<file path="src/rtl/lcd_rect_fill_sequencer_unit_assert.svh">
// ----------------------------------------------------------------------------
// Assertion macros
// Shared concurrent assertion forms, clocked on clk_i and disabled in reset.
// ----------------------------------------------------------------------------
`ifndef LCD_RECT_FILL_SEQUENCER_UNIT_ASSERT_SVH
`define LCD_RECT_FILL_SEQUENCER_UNIT_ASSERT_SVH
`ifndef SYNTHESIS
`define LRFS_ASSERT(name, prop) \
  name: assert property (@(posedge clk_i) disable iff (!rst_ni) (prop)) \
    else $error("lrfs assertion failed");
`define LRFS_ASSERT_IMPL(name, ante, cons) \
  name: assert property (@(posedge clk_i) disable iff (!rst_ni) (ante) |-> (cons)) \
    else $error("lrfs implication failed");
`define LRFS_ASSERT_NEXT(name, ante, cons) \
  name: assert property (@(posedge clk_i) disable iff (!rst_ni) (ante) |=> (cons)) \
    else $error("lrfs next-cycle check failed");
`else
`define LRFS_ASSERT(name, prop)
`define LRFS_ASSERT_IMPL(name, ante, cons)
`define LRFS_ASSERT_NEXT(name, ante, cons)
`endif
`endif

</file>
<file path="src/rtl/lrfs_pkg.sv">
// ----------------------------------------------------------------------------
// lrfs_pkg
// Types, command codes and the window byte selector of the fill sequencer.
// ----------------------------------------------------------------------------
package lrfs_pkg;

  localparam int ShortSideDef = 240;
  localparam int LongSideDef  = 320;
  localparam int CoordBitsDef = 9;

  localparam int PosW   = 9;
  localparam int ColorW = 16;
  localparam int ByteW  = 8;
  localparam int ModeW  = 3;
  localparam int StepW  = 5;
  localparam int WideW  = 16;

  localparam logic [ByteW-1:0] CmdCol = 8'h2A;
  localparam logic [ByteW-1:0] CmdRow = 8'h2B;
  localparam logic [ByteW-1:0] CmdMem = 8'h2C;

  localparam logic [ModeW-1:0] ModeReset   = 3'd3;
  localparam logic [ModeW-1:0] ModeNarrowA = 3'd0;
  localparam logic [ModeW-1:0] ModeNarrowB = 3'd2;

  localparam logic KindStart   = 1'b0;
  localparam logic KindAdvance = 1'b1;

  localparam logic [StepW-1:0] StepMemCmd  = 5'd10;
  localparam logic [StepW-1:0] StepPixel   = 5'd11;
  localparam logic [StepW-1:0] StepRestore = 5'd12;
  localparam logic [StepW-1:0] StepFinal   = 5'd22;

  localparam logic [3:0] WinColCmd = 4'd0;
  localparam logic [3:0] WinX1Hi   = 4'd1;
  localparam logic [3:0] WinX1Lo   = 4'd2;
  localparam logic [3:0] WinX2Hi   = 4'd3;
  localparam logic [3:0] WinX2Lo   = 4'd4;
  localparam logic [3:0] WinRowCmd = 4'd5;
  localparam logic [3:0] WinY1Hi   = 4'd6;
  localparam logic [3:0] WinY1Lo   = 4'd7;
  localparam logic [3:0] WinY2Hi   = 4'd8;
  localparam logic [3:0] WinY2Lo   = 4'd9;

  typedef struct packed {
    logic              kind;
    logic [PosW-1:0]   start_x;
    logic [PosW-1:0]   start_y;
    logic [PosW-1:0]   end_x;
    logic [PosW-1:0]   end_y;
    logic [ColorW-1:0] fill_color;
  } lrfs_item_t;

  typedef struct packed {
    logic [ByteW-1:0] out_byte;
    logic             is_data;
    logic             last;
  } lrfs_res_t;

  typedef struct packed {
    logic [ByteW-1:0] val;
    logic             is_data;
  } lrfs_wbyte_t;

  function automatic lrfs_wbyte_t window_byte(input logic [3:0] pos,
                                              input logic [WideW-1:0] x1,
                                              input logic [WideW-1:0] y1,
                                              input logic [WideW-1:0] x2,
                                              input logic [WideW-1:0] y2);
    lrfs_wbyte_t r;
    r.is_data = 1'b1;
    case (pos)
      WinColCmd: begin
        r.val = CmdCol;
        r.is_data = 1'b0;
      end
      WinX1Hi: r.val = x1[15:8];
      WinX1Lo: r.val = x1[7:0];
      WinX2Hi: r.val = x2[15:8];
      WinX2Lo: r.val = x2[7:0];
      WinRowCmd: begin
        r.val = CmdRow;
        r.is_data = 1'b0;
      end
      WinY1Hi: r.val = y1[15:8];
      WinY1Lo: r.val = y1[7:0];
      WinY2Hi: r.val = y2[15:8];
      WinY2Lo: r.val = y2[7:0];
      default: begin
        r.val = CmdMem;
        r.is_data = 1'b0;
      end
    endcase
    return r;
  endfunction

endpackage

</file>
<file path="src/rtl/lrfs_chan_if.sv">
// ----------------------------------------------------------------------------
// lrfs channel interfaces
// Valid/ready channels for request words, output bytes and mode writes.
// ----------------------------------------------------------------------------
interface lrfs_in_if import lrfs_pkg::*; ();
  logic              valid;
  logic              ready;
  logic              kind;
  logic [PosW-1:0]   start_x;
  logic [PosW-1:0]   start_y;
  logic [PosW-1:0]   end_x;
  logic [PosW-1:0]   end_y;
  logic [ColorW-1:0] fill_color;

  modport source (output valid, kind, start_x, start_y, end_x, end_y, fill_color,
                  input ready);
  modport sink (input valid, kind, start_x, start_y, end_x, end_y, fill_color,
                output ready);
endinterface

interface lrfs_out_if import lrfs_pkg::*; ();
  logic             valid;
  logic             ready;
  logic [ByteW-1:0] out_byte;
  logic             is_data;
  logic             last;

  modport source (output valid, out_byte, is_data, last, input ready);
  modport sink (input valid, out_byte, is_data, last, output ready);
endinterface

interface lrfs_cfg_if import lrfs_pkg::*; ();
  logic             valid;
  logic             ready;
  logic [ModeW-1:0] display_mode;

  modport source (output valid, display_mode, input ready);
  modport sink (input valid, display_mode, output ready);
endinterface

</file>
<file path="src/rtl/lcd_rect_fill_sequencer_unit.sv">
// ----------------------------------------------------------------------------
// lcd_rect_fill_sequencer_unit
// Rectangle fill byte sequencer for a serial display controller.
// ----------------------------------------------------------------------------
// Channels: in_i takes request words (kind 0 starts a fill with corners and
// color, kind 1 asks for the next byte); out_o gives one byte per advance
// word while a fill runs, with is_data for the D/C line and last on the
// final command of the window restore; cfg_i writes display_mode, always
// ready, and is meant to be written while no fill is running.
// Order: a word is registered in the input register at accept; when the
// core takes it, its byte is computed from the sequence counters and
// registered in the output register, which drives out_o.
// Throughput: one word per cycle unless out_o stalls; the sequence counters
// step once per word and the output register frees in the cycle it is taken.
// Start words and advance words outside a fill give no byte.
// Reset: idle, no fill, display_mode 3, both registers empty.
// Receiver stall: the output register holds its byte, one more word waits
// in the input register, and in_i.ready then drops until out_o moves.
// ----------------------------------------------------------------------------
module lcd_rect_fill_sequencer_unit import lrfs_pkg::*; #(
  parameter int ShortSide = ShortSideDef,
  parameter int LongSide  = LongSideDef,
  parameter int CoordBits = CoordBitsDef
) (
  input  logic       clk_i,
  input  logic       rst_ni,
  lrfs_in_if.sink    in_i,
  lrfs_cfg_if.sink   cfg_i,
  lrfs_out_if.source out_o
);

  logic [ModeW-1:0] mode_q;
  logic             s1_valid;
  lrfs_item_t       s1_item;
  logic             has_res;
  lrfs_res_t        res;
  logic             free;
  logic             take;

  assign cfg_i.ready = 1'b1;

  always_ff @(posedge clk_i or negedge rst_ni) begin
    if (!rst_ni) begin
      mode_q <= ModeReset;
    end else if (cfg_i.valid) begin
      mode_q <= cfg_i.display_mode;
    end
  end

  assign take = s1_valid && (!has_res || free);

  lrfs_in_reg u_in_reg (
    .clk_i   (clk_i),
    .rst_ni  (rst_ni),
    .in_i    (in_i),
    .take_i  (take),
    .valid_o (s1_valid),
    .item_o  (s1_item)
  );

  lrfs_core #(
    .ShortSide (ShortSide),
    .LongSide  (LongSide),
    .CoordBits (CoordBits)
  ) u_core (
    .clk_i     (clk_i),
    .rst_ni    (rst_ni),
    .item_i    (s1_item),
    .take_i    (take),
    .mode_i    (mode_q),
    .has_res_o (has_res),
    .res_o     (res)
  );

  lrfs_out_reg u_out_reg (
    .clk_i  (clk_i),
    .rst_ni (rst_ni),
    .load_i (take && has_res),
    .res_i  (res),
    .free_o (free),
    .out_o  (out_o)
  );

endmodule

</file>
<file path="src/rtl/lrfs_in_reg.sv">
// ----------------------------------------------------------------------------
// lrfs_in_reg
// Input register stage holding one request word until the core takes it.
// ----------------------------------------------------------------------------
module lrfs_in_reg import lrfs_pkg::*; (
  input  logic       clk_i,
  input  logic       rst_ni,
  lrfs_in_if.sink    in_i,
  input  logic       take_i,
  output logic       valid_o,
  output lrfs_item_t item_o
);

  logic       valid_q, valid_d;
  lrfs_item_t item_q;
  logic       accept;

  assign in_i.ready = !valid_q || take_i;
  assign accept     = in_i.valid && in_i.ready;

  always_comb begin
    valid_d = valid_q;
    if (accept) begin
      valid_d = 1'b1;
    end else if (take_i) begin
      valid_d = 1'b0;
    end
  end

  always_ff @(posedge clk_i or negedge rst_ni) begin
    if (!rst_ni) begin
      valid_q <= 1'b0;
    end else begin
      valid_q <= valid_d;
    end
  end

  always_ff @(posedge clk_i) begin
    if (accept) begin
      item_q.kind       <= in_i.kind;
      item_q.start_x    <= in_i.start_x;
      item_q.start_y    <= in_i.start_y;
      item_q.end_x      <= in_i.end_x;
      item_q.end_y      <= in_i.end_y;
      item_q.fill_color <= in_i.fill_color;
    end
  end

  assign valid_o = valid_q;
  assign item_o  = item_q;

endmodule

</file>
<file path="src/rtl/lrfs_core.sv">
// ----------------------------------------------------------------------------
// lrfs_core
// Sequence state, corner and color hold, and byte selection for one word.
// ----------------------------------------------------------------------------
module lrfs_core import lrfs_pkg::*; #(
  parameter int ShortSide = ShortSideDef,
  parameter int LongSide  = LongSideDef,
  parameter int CoordBits = CoordBitsDef
) (
  input  logic             clk_i,
  input  logic             rst_ni,
  input  lrfs_item_t       item_i,
  input  logic             take_i,
  input  logic [ModeW-1:0] mode_i,
  output logic             has_res_o,
  output lrfs_res_t        res_o
);

`include "lcd_rect_fill_sequencer_unit_assert.svh"

  logic                 busy_q, busy_d;
  logic [StepW-1:0]     step_q, step_d;
  logic                 half_q, half_d;
  logic [CoordBits-1:0] col_q, col_d;
  logic [CoordBits-1:0] row_q, row_d;
  logic [CoordBits-1:0] sx_q, sy_q, ex_q, ey_q;
  logic [ColorW-1:0]    color_q;

  logic              is_adv;
  logic              do_step;
  logic              do_load;
  logic              narrow;
  logic              empty;
  logic              col_end;
  logic              row_end;
  logic [WideW-1:0]  wd_m1, ht_m1;
  lrfs_wbyte_t       rect_b, rest_b;

  assign is_adv    = (item_i.kind == KindAdvance);
  assign has_res_o = is_adv && busy_q;
  assign do_step   = take_i && has_res_o;
  assign do_load   = take_i && !is_adv && !busy_q;

  assign narrow  = (mode_i == ModeNarrowA) || (mode_i == ModeNarrowB);
  assign wd_m1   = narrow ? WideW'(ShortSide - 1) : WideW'(LongSide - 1);
  assign ht_m1   = narrow ? WideW'(LongSide - 1) : WideW'(ShortSide - 1);
  assign empty   = (ex_q < sx_q) || (ey_q < sy_q);
  assign col_end = (col_q == (ex_q - sx_q));
  assign row_end = (row_q == (ey_q - sy_q));

  assign rect_b = window_byte(step_q[3:0],
                              WideW'({{WideW{1'b0}}, sx_q}),
                              WideW'({{WideW{1'b0}}, sy_q}),
                              WideW'({{WideW{1'b0}}, ex_q}),
                              WideW'({{WideW{1'b0}}, ey_q}));
  assign rest_b = window_byte(4'(step_q - StepRestore), '0, '0, wd_m1, ht_m1);

  always_comb begin
    busy_d = busy_q;
    step_d = step_q;
    half_d = half_q;
    col_d  = col_q;
    row_d  = row_q;
    res_o  = '0;
    if (step_q < StepPixel) begin
      res_o.out_byte = rect_b.val;
      res_o.is_data  = rect_b.is_data;
      if (step_q == StepMemCmd) begin
        step_d = empty ? StepRestore : StepPixel;
      end else begin
        step_d = step_q + 1'b1;
      end
    end else if (step_q == StepPixel) begin
      res_o.is_data = 1'b1;
      if (!half_q) begin
        res_o.out_byte = color_q[15:8];
        half_d = 1'b1;
      end else begin
        res_o.out_byte = color_q[7:0];
        half_d = 1'b0;
        col_d  = col_q + 1'b1;
        if (col_end) begin
          col_d = '0;
          row_d = row_q + 1'b1;
          if (row_end) begin
            row_d  = '0;
            step_d = StepRestore;
          end
        end
      end
    end else begin
      res_o.out_byte = rest_b.val;
      res_o.is_data  = rest_b.is_data;
      if (step_q >= StepFinal) begin
        res_o.last = 1'b1;
        busy_d = 1'b0;
        step_d = '0;
      end else begin
        step_d = step_q + 1'b1;
      end
    end
  end

  always_ff @(posedge clk_i or negedge rst_ni) begin
    if (!rst_ni) begin
      busy_q <= 1'b0;
      step_q <= '0;
      half_q <= 1'b0;
      col_q  <= '0;
      row_q  <= '0;
    end else if (do_load) begin
      busy_q <= 1'b1;
      step_q <= '0;
      half_q <= 1'b0;
      col_q  <= '0;
      row_q  <= '0;
    end else if (do_step) begin
      busy_q <= busy_d;
      step_q <= step_d;
      half_q <= half_d;
      col_q  <= col_d;
      row_q  <= row_d;
    end
  end

  always_ff @(posedge clk_i) begin
    if (do_load) begin
      sx_q    <= CoordBits'({{CoordBits{1'b0}}, item_i.start_x});
      sy_q    <= CoordBits'({{CoordBits{1'b0}}, item_i.start_y});
      ex_q    <= CoordBits'({{CoordBits{1'b0}}, item_i.end_x});
      ey_q    <= CoordBits'({{CoordBits{1'b0}}, item_i.end_y});
      color_q <= item_i.fill_color;
    end
  end

  `LRFS_ASSERT_IMPL(a_idle_step_zero, !busy_q, step_q == '0 && !half_q)
  `LRFS_ASSERT_IMPL(a_step_range, busy_q, step_q <= StepFinal)
  `LRFS_ASSERT_IMPL(a_half_in_pixels, half_q, step_q == StepPixel)
  `LRFS_ASSERT_NEXT(a_last_ends, do_step && res_o.last, !busy_q)

endmodule

</file>
<file path="src/rtl/lrfs_out_reg.sv">
// ----------------------------------------------------------------------------
// lrfs_out_reg
// Output register holding one result byte until the receiver takes it.
// ----------------------------------------------------------------------------
module lrfs_out_reg import lrfs_pkg::*; (
  input  logic       clk_i,
  input  logic       rst_ni,
  input  logic       load_i,
  input  lrfs_res_t  res_i,
  output logic       free_o,
  lrfs_out_if.source out_o
);

  logic      valid_q, valid_d;
  lrfs_res_t res_q;

  assign free_o = !valid_q || out_o.ready;

  always_comb begin
    valid_d = valid_q;
    if (load_i) begin
      valid_d = 1'b1;
    end else if (out_o.ready) begin
      valid_d = 1'b0;
    end
  end

  always_ff @(posedge clk_i or negedge rst_ni) begin
    if (!rst_ni) begin
      valid_q <= 1'b0;
    end else begin
      valid_q <= valid_d;
    end
  end

  always_ff @(posedge clk_i) begin
    if (load_i) begin
      res_q <= res_i;
    end
  end

  assign out_o.valid    = valid_q;
  assign out_o.out_byte = res_q.out_byte;
  assign out_o.is_data  = res_q.is_data;
  assign out_o.last     = res_q.last;

endmodule
</file>
<file path="src/flat_wrapper.sv">
// flat-port wrapper written by rule: the top's interface ports become plain ports
module lcd_rect_fill_sequencer_unit_flat import lrfs_pkg::*;
#(
  parameter int ShortSide = ShortSideDef,
  parameter int LongSide  = LongSideDef,
  parameter int CoordBits = CoordBitsDef
)
  (clk_i, rst_ni, in_i_valid, in_i_kind, in_i_start_x, in_i_start_y, in_i_end_x, in_i_end_y, in_i_fill_color, in_i_ready, cfg_i_valid, cfg_i_display_mode, cfg_i_ready, out_o_valid, out_o_out_byte, out_o_is_data, out_o_last, out_o_ready);
  lrfs_in_if in_i_i ();
  lrfs_cfg_if cfg_i_i ();
  lrfs_out_if out_o_i ();
  input  logic clk_i;
  input  logic rst_ni;
  input wire logic [$bits(in_i_i.valid)-1:0] in_i_valid;
  input wire logic [$bits(in_i_i.kind)-1:0] in_i_kind;
  input wire logic [$bits(in_i_i.start_x)-1:0] in_i_start_x;
  input wire logic [$bits(in_i_i.start_y)-1:0] in_i_start_y;
  input wire logic [$bits(in_i_i.end_x)-1:0] in_i_end_x;
  input wire logic [$bits(in_i_i.end_y)-1:0] in_i_end_y;
  input wire logic [$bits(in_i_i.fill_color)-1:0] in_i_fill_color;
  output wire logic [$bits(in_i_i.ready)-1:0] in_i_ready;
  input wire logic [$bits(cfg_i_i.valid)-1:0] cfg_i_valid;
  input wire logic [$bits(cfg_i_i.display_mode)-1:0] cfg_i_display_mode;
  output wire logic [$bits(cfg_i_i.ready)-1:0] cfg_i_ready;
  output wire logic [$bits(out_o_i.valid)-1:0] out_o_valid;
  output wire logic [$bits(out_o_i.out_byte)-1:0] out_o_out_byte;
  output wire logic [$bits(out_o_i.is_data)-1:0] out_o_is_data;
  output wire logic [$bits(out_o_i.last)-1:0] out_o_last;
  input wire logic [$bits(out_o_i.ready)-1:0] out_o_ready;
  assign in_i_i.valid = in_i_valid;
  assign in_i_i.kind = in_i_kind;
  assign in_i_i.start_x = in_i_start_x;
  assign in_i_i.start_y = in_i_start_y;
  assign in_i_i.end_x = in_i_end_x;
  assign in_i_i.end_y = in_i_end_y;
  assign in_i_i.fill_color = in_i_fill_color;
  assign in_i_ready = in_i_i.ready;
  assign cfg_i_i.valid = cfg_i_valid;
  assign cfg_i_i.display_mode = cfg_i_display_mode;
  assign cfg_i_ready = cfg_i_i.ready;
  assign out_o_valid = out_o_i.valid;
  assign out_o_out_byte = out_o_i.out_byte;
  assign out_o_is_data = out_o_i.is_data;
  assign out_o_last = out_o_i.last;
  assign out_o_i.ready = out_o_ready;
  lcd_rect_fill_sequencer_unit #(.ShortSide(ShortSide), .LongSide(LongSide), .CoordBits(CoordBits)) u_core (.clk_i(clk_i), .rst_ni(rst_ni), .in_i(in_i_i), .cfg_i(cfg_i_i), .out_o(out_o_i));
endmodule
</file>
<file path="config.mk">
export PLATFORM = sky130hd
export DESIGN_NAME = lcd_rect_fill_sequencer_unit_flat
export DESIGN_NICKNAME = d
export VERILOG_FILES = /design/src/rtl/lrfs_pkg.sv /design/src/rtl/lrfs_chan_if.sv /design/src/rtl/lcd_rect_fill_sequencer_unit.sv /design/src/rtl/lrfs_in_reg.sv /design/src/rtl/lrfs_core.sv /design/src/rtl/lrfs_out_reg.sv /design/src/flat_wrapper.sv
export VERILOG_INCLUDE_DIRS = /design/src /design/src/rtl
export SDC_FILE = /design/constraint.sdc
export NUM_CORES = 1
export LEC_CHECK = 0
export ABC_CLOCK_PERIOD_IN_PS = 8400
export BUFFER_PORTS_ARGS = -buffer_cell sky130_fd_sc_hd__clkbuf_2
export CORE_ASPECT_RATIO = 1.2
export CORE_UTILIZATION = 35
export DETAILED_ROUTE_END_ITERATION = 16
export GPL_TIMING_DRIVEN = 0
export PLACE_DENSITY = 0.52
export SYNTH_ARGS = -nofsm -noshare
export SYNTH_HDL_FRONTEND = slang
export SYNTH_SLANG_ARGS = --single-unit
</file>
<file path="constraint.sdc">
create_clock -name clk_i -period 8.4 [get_ports clk_i]
set_input_delay 1.26 -clock clk_i [delete_from_list [all_inputs] [get_ports clk_i]]
set_output_delay 1.26 -clock clk_i [all_outputs]
set_load 0.005 [all_outputs]
</file>
### Word-level counts from Yosys, hierarchy flattened

Index checks and enable logic that the tools add are counted.

* register bits: 145
* input bits: 61
* output and inout bits: 13
* word-level logic and storage cells: 142

* $add $sub $neg: 6
* order comparisons: 4
* equal/unequal tests: 28
* muxes and demuxes: 47
* reductions and logical operators: 35

Operator list (number)
* 9-bit two-way mux: 17
* 8-bit one-hot mux with 10 select lines: 1
* 8-bit one-hot mux with 7 select lines: 1
* 5-bit two-way mux: 9
* 4-bit by 3-bit == test with 1-bit output, second input constant: 8
* 9-bit by 1-bit adder with 9-bit output, second input constant: 2
* 9-bit == test: 2
* 9-bit less-than comparator: 2
* 9-bit subtractor: 2
* 1-bit two-way mux: 17
* 4-bit by 2-bit == test with 1-bit output, second input constant: 4
* 4-bit == test, second input constant: 4
* 8-bit OR reduction: 2
* 2-bit nonzero test: 7
* 4-bit != test, second input constant: 3
* 4-bit AND reduction: 3
* 5-bit by 4-bit == test with 1-bit output, second input constant: 2
* 4-bit by 1-bit == test with 1-bit output, second input constant: 2
* 4-bit logical NOT: 2
* 8-bit two-way mux: 1
* 1-bit logical AND: 6
* 5-bit by 1-bit adder with 5-bit output, second input constant: 1
* 5-bit greater-or-equal comparator, second input constant: 1
* 1-bit logical NOT: 5
* other kinds (11): 16

### Logic depth before layout (Yosys ltp)

Gate-level depths: netlist of the first run.

* depth in word-level cells: 9
* gate-level depth with buffers: 13
* gate-level depth less buffers: 12

### Hierarchy

Synthesis of the first run repeated with hierarchy kept, for this count alone.

* cells, all modules: 564
* area, all modules: 6988.0 sq um

Modules (own cells, without submodules)
* lrfs_core: times used 1, cells each 483, area each 4854.7 sq um
* lrfs_in_reg: times used 1, cells each 57, area each 1645.3 sq um
* lrfs_out_reg: times used 1, cells each 13, area each 347.8 sq um
* lcd_rect_fill_sequencer_unit: times used 1, cells each 11, area each 140.1 sq um

### Worst setup path after synthesis of the first run

No wires, ideal clock.

* path type: input to register
* start: input port out_o_ready
* end: register u_core.u_in_reg.item_q (netlist bit u_core.u_in_reg.item_o[0]) (enable)
* library setup time: 0.470 ns
* arrival: 3.819 ns
* required time: 7.930 ns
* path slack: 4.111 ns
* stages on the path: 3
* buffers on the path: 0
* cell sequence: nand2b_1 nor2_1 nor2b_1

* longest elaborated chain between the ends: 5

Ends and longest elaborated chain
* from (decl): RTL line flat_wrapper.sv:29 `input wire logic [$bits(out_o_i.ready)-1:0] out_o_ready;`
* 1-bit logical OR: RTL line lrfs_out_reg.sv:17 `assign free_o = !valid_q || out_o.ready;`
* 1-bit logical OR: RTL line lcd_rect_fill_sequencer_unit.sv:50 `assign take = s1_valid && (!has_res || free);`
* 1-bit logical AND: RTL line lcd_rect_fill_sequencer_unit.sv:50
* 1-bit logical OR: RTL line lrfs_in_reg.sv:18 `assign in_i.ready = !valid_q || take_i;`
* 1-bit logical AND: RTL line lrfs_in_reg.sv:19 `assign accept = in_i.valid && in_i.ready;`
* via u_core.u_in_reg.accept: RTL line lrfs_in_reg.sv:16 `logic accept;`
* to (decl): RTL line lrfs_in_reg.sv:15 `lrfs_item_t item_q;`

The timed path passes the listed nets, and every way through them passes these cells.
A chain may end at the register's enable or synchronous reset.

### Worst setup path in the final report of the first run

* start: register u_core.u_core.sx_q[0]
* end: register u_core.u_core.row_q[6]

* longest elaborated chain between the ends: 4

Ends and longest elaborated chain
* from (decl): RTL line lrfs_core.sv:26 `logic [CoordBits-1:0] sx_q, sy_q, ex_q, ey_q;`
* from (signal assigned): RTL line lrfs_core.sv:128 `sx_q <= CoordBits'({{CoordBits{1'b0}}, item_i.start_x});`
* 9-bit subtractor: RTL line lrfs_core.sv:48 `assign col_end = (col_q == (ex_q - sx_q));`
* 9-bit == test: RTL line lrfs_core.sv:48
* 2-bit nonzero test (no line)
* 5-bit AND reduction (no line)
* to (signal assigned): RTL line lrfs_core.sv:122 `row_q <= row_d;`
* to (decl): RTL line lrfs_core.sv:25 `logic [CoordBits-1:0] row_q, row_d;`

Every way passes these cells.

==> results of run 1 <==
-- synthesized netlist by cell type, types with 3 or more instances --
master    number
o22ai_1        4
a21boi_0       5
o21a_1         5
o32ai_1        3
o221ai_1       5
dfrtp_1       28
nor2b_1        6
xor2_1        13
nor4_1         4
ha_1          24
nor2_1        30
nor3_1        10
mux2i_1       15
o31ai_1        5
nand2_1       35
a211oi_1       5
xnor2_1       19
or2_2          4
or3_1          3
a22oi_1        9
edfxtp_1     115
o21ai_0       34
inv_1         37
nand3_1       28
a222oi_1       3
nand4_1        3
o211ai_1       3
nand3b_1       4
and3_1         5
a31oi_1        4
a21oi_1       26
clkbuf_1      13
-- metrics by stage --
stage | utilization [%] | cell area, µm² | power, mW | cells
2_1_floorplan | - | 6750 | 1.23 | 546
3_3_place_gp | 39.4 | 7430 | 1.39 | 873
3_5_place_dp | 39.6 | 7470 | 1.40 | 875
4_1_cts | 42.5 | 8020 | 2.10 | 907
5_1_grt | 42.5 | 8020 | 2.20 | 907
6_report | 42.5 | 8020 | 2.09 | 907
-- cell families after synthesis --
family,share of synthesized area (%)
and+or+nand+nor,10.2
buffers and inverters,3.04
DFF,61.9
AOI/OAI and AO/OA,13.0
xor gates and xnor gates,4.15
other,0.0556
muxes,2.56
adders and majority gates,5.04
-- state kept, by name (all words and copies together), names as in the netlist, 2 cells and up --
signal                           cells
u_core.u_in_reg.item_o              53
u_core.u_core.color_q               16
u_core.u_core.col_q                  9
u_core.u_core.ex_q                   9
u_core.u_core.ey_q                   9
u_core.u_core.row_q                  9
u_core.u_core.sx_q                   9
u_core.u_core.sy_q                   9
u_core.u_out_reg.out_o.out_byte      8
u_core.u_core.step_q                 5
u_core.mode_q                        2
-- report_power, final --
group	internal (mW)	switching, mW	total (mW)
clock network	0.387	0.315	0.702
registers	0.854	0.0428	0.896
logic	0.179	0.310	0.489
total	1.42	0.667	2.09
-- critical path: stages, from the launching register on --
cell and delay [ps]:
edfxtp_1 450, ha_1 250, inv_1 70, fa_1 420, xor2_1 160, a211oi_1 230
o31ai_1 100, nor4_1 280, nand4_1 300, o31ai_1 680, buf_2 330, a21boi_0 220
mux2i_1 100
-- metal layers --
layer	up-vias	global-route usage, %	part of all wire (%)	routed length (µm)
met5	-	0	0	0
met4	0	8.57	3.4	510
met3	27	3.20	3.7	556
met2	129	26.4	49	7340
met1	2195	20.1	44	6510
li1	2237	-	-	-
-- area by class of cell --
class	instances	share of cell area, %
repair buffers	73	4.93
well taps	256	3.99
clock buffers	18	5.35
flip-flops and latches	144	52.1
plain buffers	16	0.827
inverters	37	1.73
multi-input cells	349	29.6
clock inverters	14	1.48
-- worst max-delay path by stage --
| stage | start | end | slack, ps |
|---|---|---|---|
| 2_1_floorplan | out_o_ready | u_core.u_in_reg.item_o[0]$_DFFE_PP_ | 4110 |
| 3_3_place_gp | out_o_ready | u_core.u_in_reg.item_o[33]$_DFFE_PP_ | 3090 |
| 3_5_place_dp | u_core.u_core.ex_q[0]$_DFFE_PP_ | u_core.u_core.row_q[6]$_DFFE_PN0P_ | 4570 |
| 4_1_cts | u_core.u_core.sx_q[0]$_DFFE_PP_ | u_core.u_core.row_q[6]$_DFFE_PN0P_ | 4560 |
| 5_1_grt | u_core.u_core.sx_q[0]$_DFFE_PP_ | u_core.u_core.row_q[6]$_DFFE_PN0P_ | 4410 |
| 6_report | u_core.u_core.sx_q[0]$_DFFE_PP_ | u_core.u_core.row_q[6]$_DFFE_PN0P_ | 4670 |
==> summary.txt, run 1 <==
Synth
  • Yosys reg bits: 144
  • Post-synth top area share: between 50% and 60%
  • Synth warn: 0
  • Primary FF master, synth: edfxtp_1
  • Largest area contributor in the netlist: edfxtp_1
  • Number of flops mapped to enable cells by yosys: around 120
  • Cells after Synth: ~550
  • Synth cell types: 60
  • Largest cells by area after synthesis: edfxtp_1 51%, dfrtp_1 10%, ha_1 4.4%
  • Ys async rst share: about 20%
  • Mapped Area: just under 7000 µm²
  • Register area share after synthesis: between 60 and 70%
  • Syn Area/Cell: between 10 and 15 µm²
  • Post-Syn Nets: 633

Timing
  • Maximum clock frequency: 268 MHz
  • Setup Skew: roughly 14 ps
  • Slew @ Worst Pin: 793 ps
  • Fin. Hold Viols: 0
  • Final period util: 44.4%
  • Final setup viols: 0
  • TNS Setup: 0 ps
  • Rel. slew slack: a little under half
  • Count of pins over their slew limit: 0
  • Worst Slack Setup Final: between 4000 and 5000 ps
  • Min cycle time layout: about 3700 ps
  • Hold Slack: around 420 ps
  • RSZ-0062 raised after global routing: false

Power and ir drop
  • Leakage: 3.08 nW
  • Pwr dens: between 200 and 300 nW/µm²
  • Worst-case vdd ir drop: ~0.15 mV

Routing
  • WL final: 14900 µm
  • DRC violations left: 0
  • DR WL/cell: between 15 and 20 µm
  • Total via count in the routed design: approximately 4600
  • Via density: 5.06
  • Starting DRT DRC Count: 328
  • DRT Pass-1 Iters: 4
  • Post-route ant nets: 0

Finish
  • Area of the multi-input gates: about 2400 µm²
  • Nets@finish: 725
  • N_diodes: 0
  • Most common cell after layout, fill and taps aside: edfxtp_1
  • Reg area: ~4200 µm²
  • Fillers: 1791
  • Most frequent cells in the layout: 115 x edfxtp_1, 71 x clkbuf_2, 36 x inv_1
  • Area growth, synth to finish: 18.8%
  • Share of post-route cells with drive strength above 1: between 10% and 20%

Die
  • Core Rows: 55
  • Starting Density: between 30% and 40%
  • Die area: about 20000 µm²
  • I/O pin cnt: 74
  • Die width: between 100 and 150 µm
  • Die height: between 150 and 200 µm
  • Core Region: roughly 19000 µm²

Setup path
  • Reg2reg setup slack: ~4700 ps
  • Crit path kind: reg2reg
  • Worst R2R Start: u_core.u_core.sx_q[0]$_DFFE_PP_
  • CP max FO: 10
  • CP Data Required Time: 8690 ps
  • Worst R2R Path Depth: 12
  • CP arrival: approximately 4000 ps
  • Reg-to-reg critical path endpoint: u_core.u_core.row_q[6]$_DFFE_PN0P_
  • Crit. End Element: flop
  • Critical Path Source Type: flop

Clocking
  • Setup Buffers After CTS: 0
  • Total number of clock tree sinks: 144
  • Total CTS buffers: 17
  • Clock latency on the worst-skew pair: between 400 and 500 ps
  • Post_cts resized: 0
  • Hold Buf Count CTS: 0
  • Root Driver: clkbuf_16
  • Worst-path clk slew: 60 ps
  • H-tree Lvls: 4
  • CTS tree: done
  • Longest Clk Path Bufs: 2

Global routing
  • Remaining global-route overflow: 0
  • Global-route usage over all layers: between 10% and 20%
  • Global-route wire length before repair: ~24000 µm
  • Initial antenna violation count: 0
  • Largest net degree at the start of global routing: 46
  • Vias in the first global route: 4564

Placement
  • Final Wtd Congestion: between 0.8 and 0.9
  • HPWL Detailed: between 10000 and 15000 µm
  • Pre-CTS WS: between 4000 and 5000 ps
  • # port buffers: 71

Hold path
  • Hold endpoint: u_core.u_core.ex_q[3]$_DFFE_PP_
  • Hold Crit Start: u_core.u_in_reg.item_o[28]$_DFFE_PP_
  • Worst hold path cell count: 0
  • Hold WC Path Type: reg2reg

Flow run
  • Total of max-cap violations: 0

Status
  • Outcome: completed
Power figures use the tool's default switching activity.
==> run 2, diff against run 1 <==
Settings changed: ABC_AREA from default to 1, ABC_CLOCK_PERIOD_IN_PS 8400 to 3100, PLACE_DENSITY 0.52 to 0.54.
Clock period 8.4 ns to 3.1 ns, I/O delays scaled along.
==> run 2 against run 1 <==
Sequential share of layout area down 3.0 points. Clock-buffer cell count decreased by 1. Critical path depth grew 6. Clock skew up 3.3 ps.
==> summary.txt, run 2 <==
Finish
  • Most common cell after layout, fill and taps aside: nand2_1 (was edfxtp_1)
  • Fin util: 43.1% (was 42.5%)
  • Nets@finish: 895 (was 725)
  • Most frequent cells in the layout: 187 x nand2_1, 115 x edfxtp_1, 86 x inv_1 (was 115 x edfxtp_1, 71 x clkbuf_2, 36 x inv_1)
  • Final Instance Area: 8510 µm² (was 8020 µm²)
  • N_diodes: 0 (unchanged)
  • Share of post-route cells with drive strength above 1: 17.9% (was 18.7%)
  • Area growth, synth to finish: 19.6% (was 18.8%)
  • Max reg flops: 53 (unchanged)
  • Fillers: 1952 (was 1791)

Synth
  • Cells after Synth: 713 (was 546)
  • Yosys reg bits: 144 (unchanged)
  • Post-synth top area share: 48.5% (was 51.2%)
  • Most common cell in the netlist: nand2_1 (was edfxtp_1)
  • Commonest cells post-synth: 187 x nand2_1, 115 x edfxtp_1, 86 x inv_1, 61 x nor2_1, 50 x nand3_1 (was 115 x edfxtp_1, 37 x inv_1, 35 x nand2_1, 34 x o21ai_0, 30 x nor2_1)
  • Ys async rst share: 20.1% (unchanged)
  • Largest cells by area after synthesis: edfxtp_1 49%, nand2_1 9.9%, dfrtp_1 9.8% (was edfxtp_1 51%, dfrtp_1 10%, ha_1 4.4%)
  • Post-Syn Nets: 800 (was 633)
  • Largest area contributor in the netlist: edfxtp_1 (unchanged)
  • Synth cell types: 48 (was 60)
  • Number of flops mapped to enable cells by yosys: 115 (unchanged)
  • Mapped Area: 7120 µm² (was 6750 µm²)
  • Syn Area/Cell: 9.99 µm² (was 12.4 µm²)
  • Register area share after synthesis: 58.7% (was 61.9%)
  • Synth warn: 0 (unchanged)
  • Primary FF master, synth: edfxtp_1 (unchanged)

Setup path
  • CP Data Required Time: 3410 ps (was 8690 ps)
  • Worst setup endpoint: u_core.u_core.row_q[7]$_DFFE_PN0P_ (was u_core.u_core.row_q[6]$_DFFE_PN0P_)
  • Crit path kind: reg2reg (unchanged)
  • Reg-to-reg critical path endpoint: u_core.u_core.row_q[7]$_DFFE_PN0P_ (was u_core.u_core.row_q[6]$_DFFE_PN0P_)
  • Worst R2R Start: u_core.u_core.ex_q[0]$_DFFE_PP_ (was u_core.u_core.sx_q[0]$_DFFE_PP_)
  • Worst R2R Path Depth: 18 (was 12)
  • CP arrival: 2940 ps (was 4030 ps)
  • Critical Path Source Type: flop (unchanged)
  • Critical path origin: u_core.u_core.ex_q[0]$_DFFE_PP_ (was u_core.u_core.sx_q[0]$_DFFE_PP_)
  • CP max FO: 10 (unchanged)
  • Crit. End Element: flop (unchanged)
  • Reg2reg setup slack: 460 ps (was 4670 ps)

Die
  • Starting Density: 36.0% (was 35.8%)
  • Core Region: 19800 µm² (was 18900 µm²)
  • Die width: 132 µm (was 129 µm)
  • Core Rows: 56 (was 55)
  • Die height: 158 µm (was 154 µm)
  • Die area: 20900 µm² (was 19800 µm²)
  • I/O pin cnt: 74 (unchanged)

Global routing
  • Initial antenna violation count: 0 (unchanged)
  • Largest net degree at the start of global routing: 30 (was 46)
  • Global-route wire length before repair: 22900 µm (was 23900 µm)
  • Vias in the first global route: 4517 (was 4564)
  • Remaining global-route overflow: 0 (unchanged)
  • Global-route usage over all layers: 14.4% (was 16.2%)

Power and ir drop
  • Worst-case vdd ir drop: 0.381 mV (was 0.152 mV)
  • Pwr dens: 646 nW/µm² (was 260 nW/µm²)
  • Leakage: 3.87 nW (was 3.08 nW)

Clocking
  • CTS tree: done (unchanged)
  • Longest Clk Path Bufs: 2 (unchanged)
  • Total number of clock tree sinks: 144 (unchanged)
  • Post_cts resized: 0 (unchanged)
  • Setup Buffers After CTS: 0 (unchanged)
  • Hold Buf Count CTS: 0 (unchanged)
  • Worst-path clk slew: 70 ps (was 60 ps)
  • Root Driver: clkbuf_16 (unchanged)
  • Clock latency on the worst-skew pair: 430 ps (was 420 ps)
  • Total CTS buffers: 17 (unchanged)
  • H-tree Lvls: 4 (unchanged)

Routing
  • DRC violations left: 0 (unchanged)
  • Total via count in the routed design: 4871 (was 4588)
  • DRT Pass-1 Iters: 4 (unchanged)
  • Starting DRT DRC Count: 240 (was 328)
  • Post-route ant nets: 0 (unchanged)
  • DR WL/cell: 13.3 µm (was 16.4 µm)
  • WL final: 14300 µm (was 14900 µm)
  • Via density: 4.50 (was 5.06)

Timing
  • Hold Slack: 118 ps (was 416 ps)
  • RSZ-0062 raised after global routing: false (unchanged)
  • Setup Skew: 17.5 ps (was 14.2 ps)
  • Final period util: 85.0% (was 44.4%)
  • Slew @ Worst Pin: 777 ps (was 793 ps)
  • Fin. Hold Viols: 0 (unchanged)
  • Rel. slew slack: 48.2% (was 46.7%)
  • Final setup viols: 0 (unchanged)
  • Maximum clock frequency: 379 MHz (was 268 MHz)
  • Count of pins over their slew limit: 0 (unchanged)
  • Min cycle time layout: 2640 ps (was 3730 ps)

Status
  • Outcome: completed (unchanged)

Placement
  • Final Wtd Congestion: 0.859 (was 0.877)
  • HPWL Detailed: 11100 µm (was 11300 µm)
  • Post-DP Area: 7910 µm² (was 7470 µm²)
  • # port buffers: 71 (unchanged)

Hold path
  • Hold WC Path Type: in2async (was reg2reg)

Flow run
  • Total of max-cap violations: 0 (unchanged)
## run 2: changes by cell type in the layout (fill, tap and decap cells not counted), sizes merged, moves of 7 or more
cell    previous run  this run
nor2              30        65
nand3             28        51
buf                5        12
a22oi              9         0
nand2             35       195
xor2              13        24
clkbuf           102        90
xnor2             19         6
mux2i             15         0
inv               46        99
## run 2: worst min path at each step
| stage | start | to | cells after the start |
|---|---|---|---|
| after floorplan | rst_ni | u_core.mode_q[2]$_DFFE_PN0P_ | 0 |
| after global placement | u_core.u_in_reg.item_o[30]$_DFFE_PP_ | u_core.u_core.ex_q[5]$_DFFE_PP_ | 0 |
| after detailed placement | u_core.u_in_reg.item_o[11]$_DFFE_PP_ | u_core.u_core.color_q[11]$_DFFE_PP_ | 0 |
| after CTS | rst_ni | u_core.u_core.col_q[5]$_DFFE_PN0P_ | 1 |
| after global routing | rst_ni | u_core.u_core.col_q[7]$_DFFE_PN0P_ | 1 |
| final | rst_ni | u_core.u_out_reg.out_o.valid$_DFFE_PN0P_ | 1 |
## run 2: layer usage
layer	track usage, %	up-vias	part of all wire [%]
met4	5.58	0	1.3
met1	17.9	2211	47
li1	-	2566	-
met3	2.82	13	2.4
met5	0	-	0
met2	24.7	81	49
## run 2: kinds of logic after synthesis
family / synth area share, %
AND/OR/NAND/NOR: 20.1
flip-flops: 58.7
buffers and inverters: 6.05
AO/OA/AOI/OAI: 6.29
XOR/XNOR: 3.69
adder cells (fa/ha/maj): 4.78
multiplexers: 0.316
other: 0.0527
## run 2: critical path, stage by stage (launching register included)
cell and delay, ps:
edfxtp_1 440, inv_1 80, ha_1 130, inv_1 70, fa_1 520, inv_1 50
nand2_1 50, nand2_1 50, nor2_1 90, nand3_1 80, nor2_1 130, nand2_1 80
nor2_2 100, nand3_2 170, nand2_2 120, nand2_4 90, buf_6 160, nand2_1 50
o21ai_1 60
## run 2: layout make-up
type / instances / area [µm²] / area share, %
multi-input combinational: 465 / 2520 / 29.6
timing repair buffer: 76 / 460 / 5.41
sequential: 144 / 4180 / 49.1
buffer: 9 / 67.6 / 0.794
clock buffer: 17 / 425 / 5.00
tap: 261 / 327 / 3.84
inverter: 95 / 363 / 4.26
clock inverter: 15 / 173 / 2.03
## run 2: report_power, final
group | switching [mW] | internal (mW) | total [mW]
sequential | 0.0657 | 2.27 | 2.34
combinational | 0.708 | 0.393 | 1.10
clock | 0.848 | 1.21 | 2.06
## run 2: metrics by stage
| step | setup slack (ps) | cells | power [mW] | TNS, ps |
|---|---|---|---|---|
| floorplan | 104 | 713 | 3.10 | 0 |
| global placement | -856 | 1045 | 3.47 | -21600 |
| detailed placement | 436 | 1050 | 3.48 | 0 |
| CTS | 437 | 1082 | 5.56 | 0 |
| global route | 250 | 1082 | 5.78 | 0 |
| finish | 464 | 1082 | 5.50 | 0 |
==> run 3, diff against run 2 <==
Settings changed: CTS_BUF_LIST from default to sky130_fd_sc_hd__clkbuf_4 sky130_fd_sc_hd__clkbuf_8.
==> run 3 against run 2 <==
Die area unchanged. Clock-buffer cell count unchanged. Clock skew down 3.3 ps. Clock power is 26% lower. Via count is 1.1% lower. Highest routed layer unchanged. Critical endpoint unchanged. Utilization fell by 0.97 points. Power fell by 9.9%. Design area shrank 2.2%. Critical path type unchanged.
==> summary.txt, run 3 (synthesis gave the netlist of run 2 again) <==
Status
  • Outcome: completed (unchanged)

Timing
  • Maximum clock frequency: 377 MHz (was 379 MHz)
  • Worst Slack Setup Final: 451 ps (was 464 ps)
  • Final period util: 85.5% (was 85.0%)
  • Min cycle time layout: 2650 ps (was 2640 ps)
  • Setup Skew: 14.2 ps (was 17.5 ps)
  • RSZ-0062 raised after global routing: false (unchanged)
  • Rel. slew slack: 48.3% (was 48.2%)
  • Fin. Hold Viols: 0 (unchanged)
  • TNS Setup: 0 ps (unchanged)
  • Final setup viols: 0 (unchanged)
  • Slew @ Worst Pin: 776 ps (was 777 ps)
  • Count of pins over their slew limit: 0 (unchanged)

Finish
  • Max reg flops: 53 (unchanged)
  • Area of the multi-input gates: 2520 µm² (unchanged)
  • Area growth, synth to finish: 16.9% (was 19.6%)
  • N_diodes: 0 (unchanged)
  • Final Instance Area: 8320 µm² (was 8510 µm²)
  • Fillers: 1964 (was 1952)
  • Most common cell after layout, fill and taps aside: nand2_1 (unchanged)
  • Share of post-route cells with drive strength above 1: 17.9% (unchanged)
  • Reg area: 4180 µm² (unchanged)
  • Most frequent cells in the layout: 187 x nand2_1, 115 x edfxtp_1, 86 x inv_1 (unchanged)
  • Post-route insts no fill: 1082 (unchanged)
  • Nets@finish: 895 (unchanged)

Power and ir drop
  • Overall power: 4.96 mW (was 5.50 mW)
  • Worst-case vdd ir drop: 0.454 mV (was 0.381 mV)
  • Pwr dens: 596 nW/µm² (was 646 nW/µm²)
  • Leakage: 3.78 nW (was 3.87 nW)

Setup path
  • Reg-to-reg critical path endpoint: u_core.u_core.row_q[7]$_DFFE_PN0P_ (unchanged)
  • Reg2reg setup slack: 450 ps (was 460 ps)
  • Crit. End Element: flop (unchanged)
  • Critical path, cell by cell: inv_1 -> ha_1 -> inv_1 -> fa_1 -> inv_1 -> nand2_1 -> nand2_1 -> nor2_1 -> nand3_1 -> nor2_1 -> nand2_1 -> nor2_2 -> nand3_2 -> nand2_2 -> nand2_4 -> buf_6 -> nand2_1 -> o21ai_1 (unchanged)
  • Most frequent CP cell: nand2_1 (unchanged)
  • Critical Path Source Type: flop (unchanged)
  • Cell with the largest stage delay on the worst path: fa_1 (unchanged)
  • CP arrival: 2970 ps (was 2940 ps)
  • Largest stage delay, worst path: 530 ps (was 520 ps)
  • Crit path kind: reg2reg (unchanged)
  • CP Data Required Time: 3420 ps (was 3410 ps)
  • CP max FO: 10 (unchanged)
  • Worst R2R Start: u_core.u_core.ex_q[0]$_DFFE_PP_ (unchanged)
  • Worst R2R Path Depth: 18 (unchanged)

Die
  • I/O pin cnt: 74 (unchanged)
  • Die height: 158 µm (unchanged)
  • Die width: 132 µm (unchanged)
  • Core Rows: 56 (unchanged)
  • Die area: 20900 µm² (unchanged)
  • Core Region: 19800 µm² (unchanged)
  • Starting Density: 36.0% (unchanged)

Clocking
  • H-tree Lvls: 4 (unchanged)
  • Longest Clk Path Bufs: 2 (unchanged)
  • Root Driver: clkbuf_8 (was clkbuf_16)
  • Post_cts resized: 0 (unchanged)
  • Setup Buffers After CTS: 0 (unchanged)
  • Total number of clock tree sinks: 144 (unchanged)
  • Clock latency on the worst-skew pair: 450 ps (was 430 ps)
  • Worst-path clk slew: 90 ps (was 70 ps)
  • Total CTS buffers: 17 (unchanged)
  • CTS tree: done (unchanged)
  • Hold Buf Count CTS: 0 (unchanged)

Global routing
  • Initial antenna violation count: 0 (unchanged)
  • Global-route usage over all layers: 14.4% (about the same)
  • Remaining global-route overflow: 0 (unchanged)
  • Vias in the first global route: 4544 (was 4517)
  • Largest net degree at the start of global routing: 30 (unchanged)
  • Global-route wire length before repair: 22900 µm (about the same)

Placement
  • Pre-CTS WS: 436 ps (unchanged)
  • # port buffers: 71 (unchanged)
  • Final Wtd Congestion: 0.859 (unchanged)
  • HPWL Detailed: 11100 µm (unchanged)
  • Inst Count DP: 1050 (unchanged)
  • Post-DP Area: 7910 µm² (unchanged)

Routing
  • DR WL/cell: 13.2 µm (was 13.3 µm)
  • DRC violations left: 0 (unchanged)
  • Post-route ant nets: 0 (unchanged)
  • DRT Pass-1 Iters: 4 (unchanged)
  • WL final: 14300 µm (about the same)
  • Starting DRT DRC Count: 219 (was 240)
  • Total via count in the routed design: 4817 (was 4871)
  • Via density: 4.45 (was 4.50)

Flow run
  • Total of max-cap violations: 0 (unchanged)

Hold path
  • Hold WC Path Type: in2async (unchanged)
-- run 3: cell count changes in the layout (fill, tap and decap cells not counted) --
cell       delta
clkbuf_16    -17
clkbuf_8     +17
-- run 3: final cells by class --
class / count / share of cell area (%)
clock buffers: 17 / 2.81
inverters: 95 / 4.36
repair buffers: 76 / 5.53
multi-input cells: 465 / 30.2
flip-flops and latches: 144 / 50.2
plain buffers: 9 / 0.812
well taps: 261 / 3.92
clock inverters: 15 / 2.08
-- run 3: routing by layer --
metal  track usage [%]  up-vias  part of all wire (%)
li1                  -     2558                     -
met5                 0        -                     0
met2              24.5       74                    49
met4              6.40        0                   1.9
met3              2.91       19                   2.7
met1              17.8     2166                    47
-- run 3: how the worst max path moves through the flow --
stage	start	end	slack, ps	depth (start not counted)
CTS	u_core.u_core.ex_q[0]$_DFFE_PP_	u_core.u_core.row_q[7]$_DFFE_PN0P_	420	18
finish	u_core.u_core.ex_q[0]$_DFFE_PP_	u_core.u_core.row_q[7]$_DFFE_PN0P_	450	18
floorplan	u_core.u_in_reg.item_o[52]$_DFFE_PP_	u_core.u_core.col_q[6]$_DFFE_PN0P_	100	9
detailed placement	u_core.u_core.ex_q[0]$_DFFE_PP_	u_core.u_core.row_q[7]$_DFFE_PN0P_	440	18
global placement	u_core.u_core.busy_q$_DFFE_PN0P_	u_core.u_core.row_q[7]$_DFFE_PN0P_	-860	9
global route	u_core.u_core.ex_q[0]$_DFFE_PP_	u_core.u_core.row_q[6]$_DFFE_PN0P_	240	18
-- run 3: per-stage QoR --
| step | util, % | hold WS, ps |
|---|---|---|
| global route | 42.1 | 123 |
| finish | 42.1 | 90.0 |
| floorplan | - | 169 |
| global placement | 39.5 | 403 |
| detailed placement | 40.1 | 405 |
| CTS | 42.1 | 92.6 |
-- run 3: power by group --
group,switching [mW],internal (mW),total [mW]
clock network,0.777,0.741,1.52
logic,0.710,0.393,1.10
registers,0.0653,2.27,2.34
total,1.55,3.40,4.96
-- run 3: critical path: cells and delay by family, from the launching register on --
| kind | cells | cell delay, ps |
|---|---|---|
| compound gates | 1 | 60 |
| fa+ha+maj | 2 | 660 |
| buf+inv | 4 | 360 |
| flops | 1 | 450 |
| simple gates | 11 | 1010 |
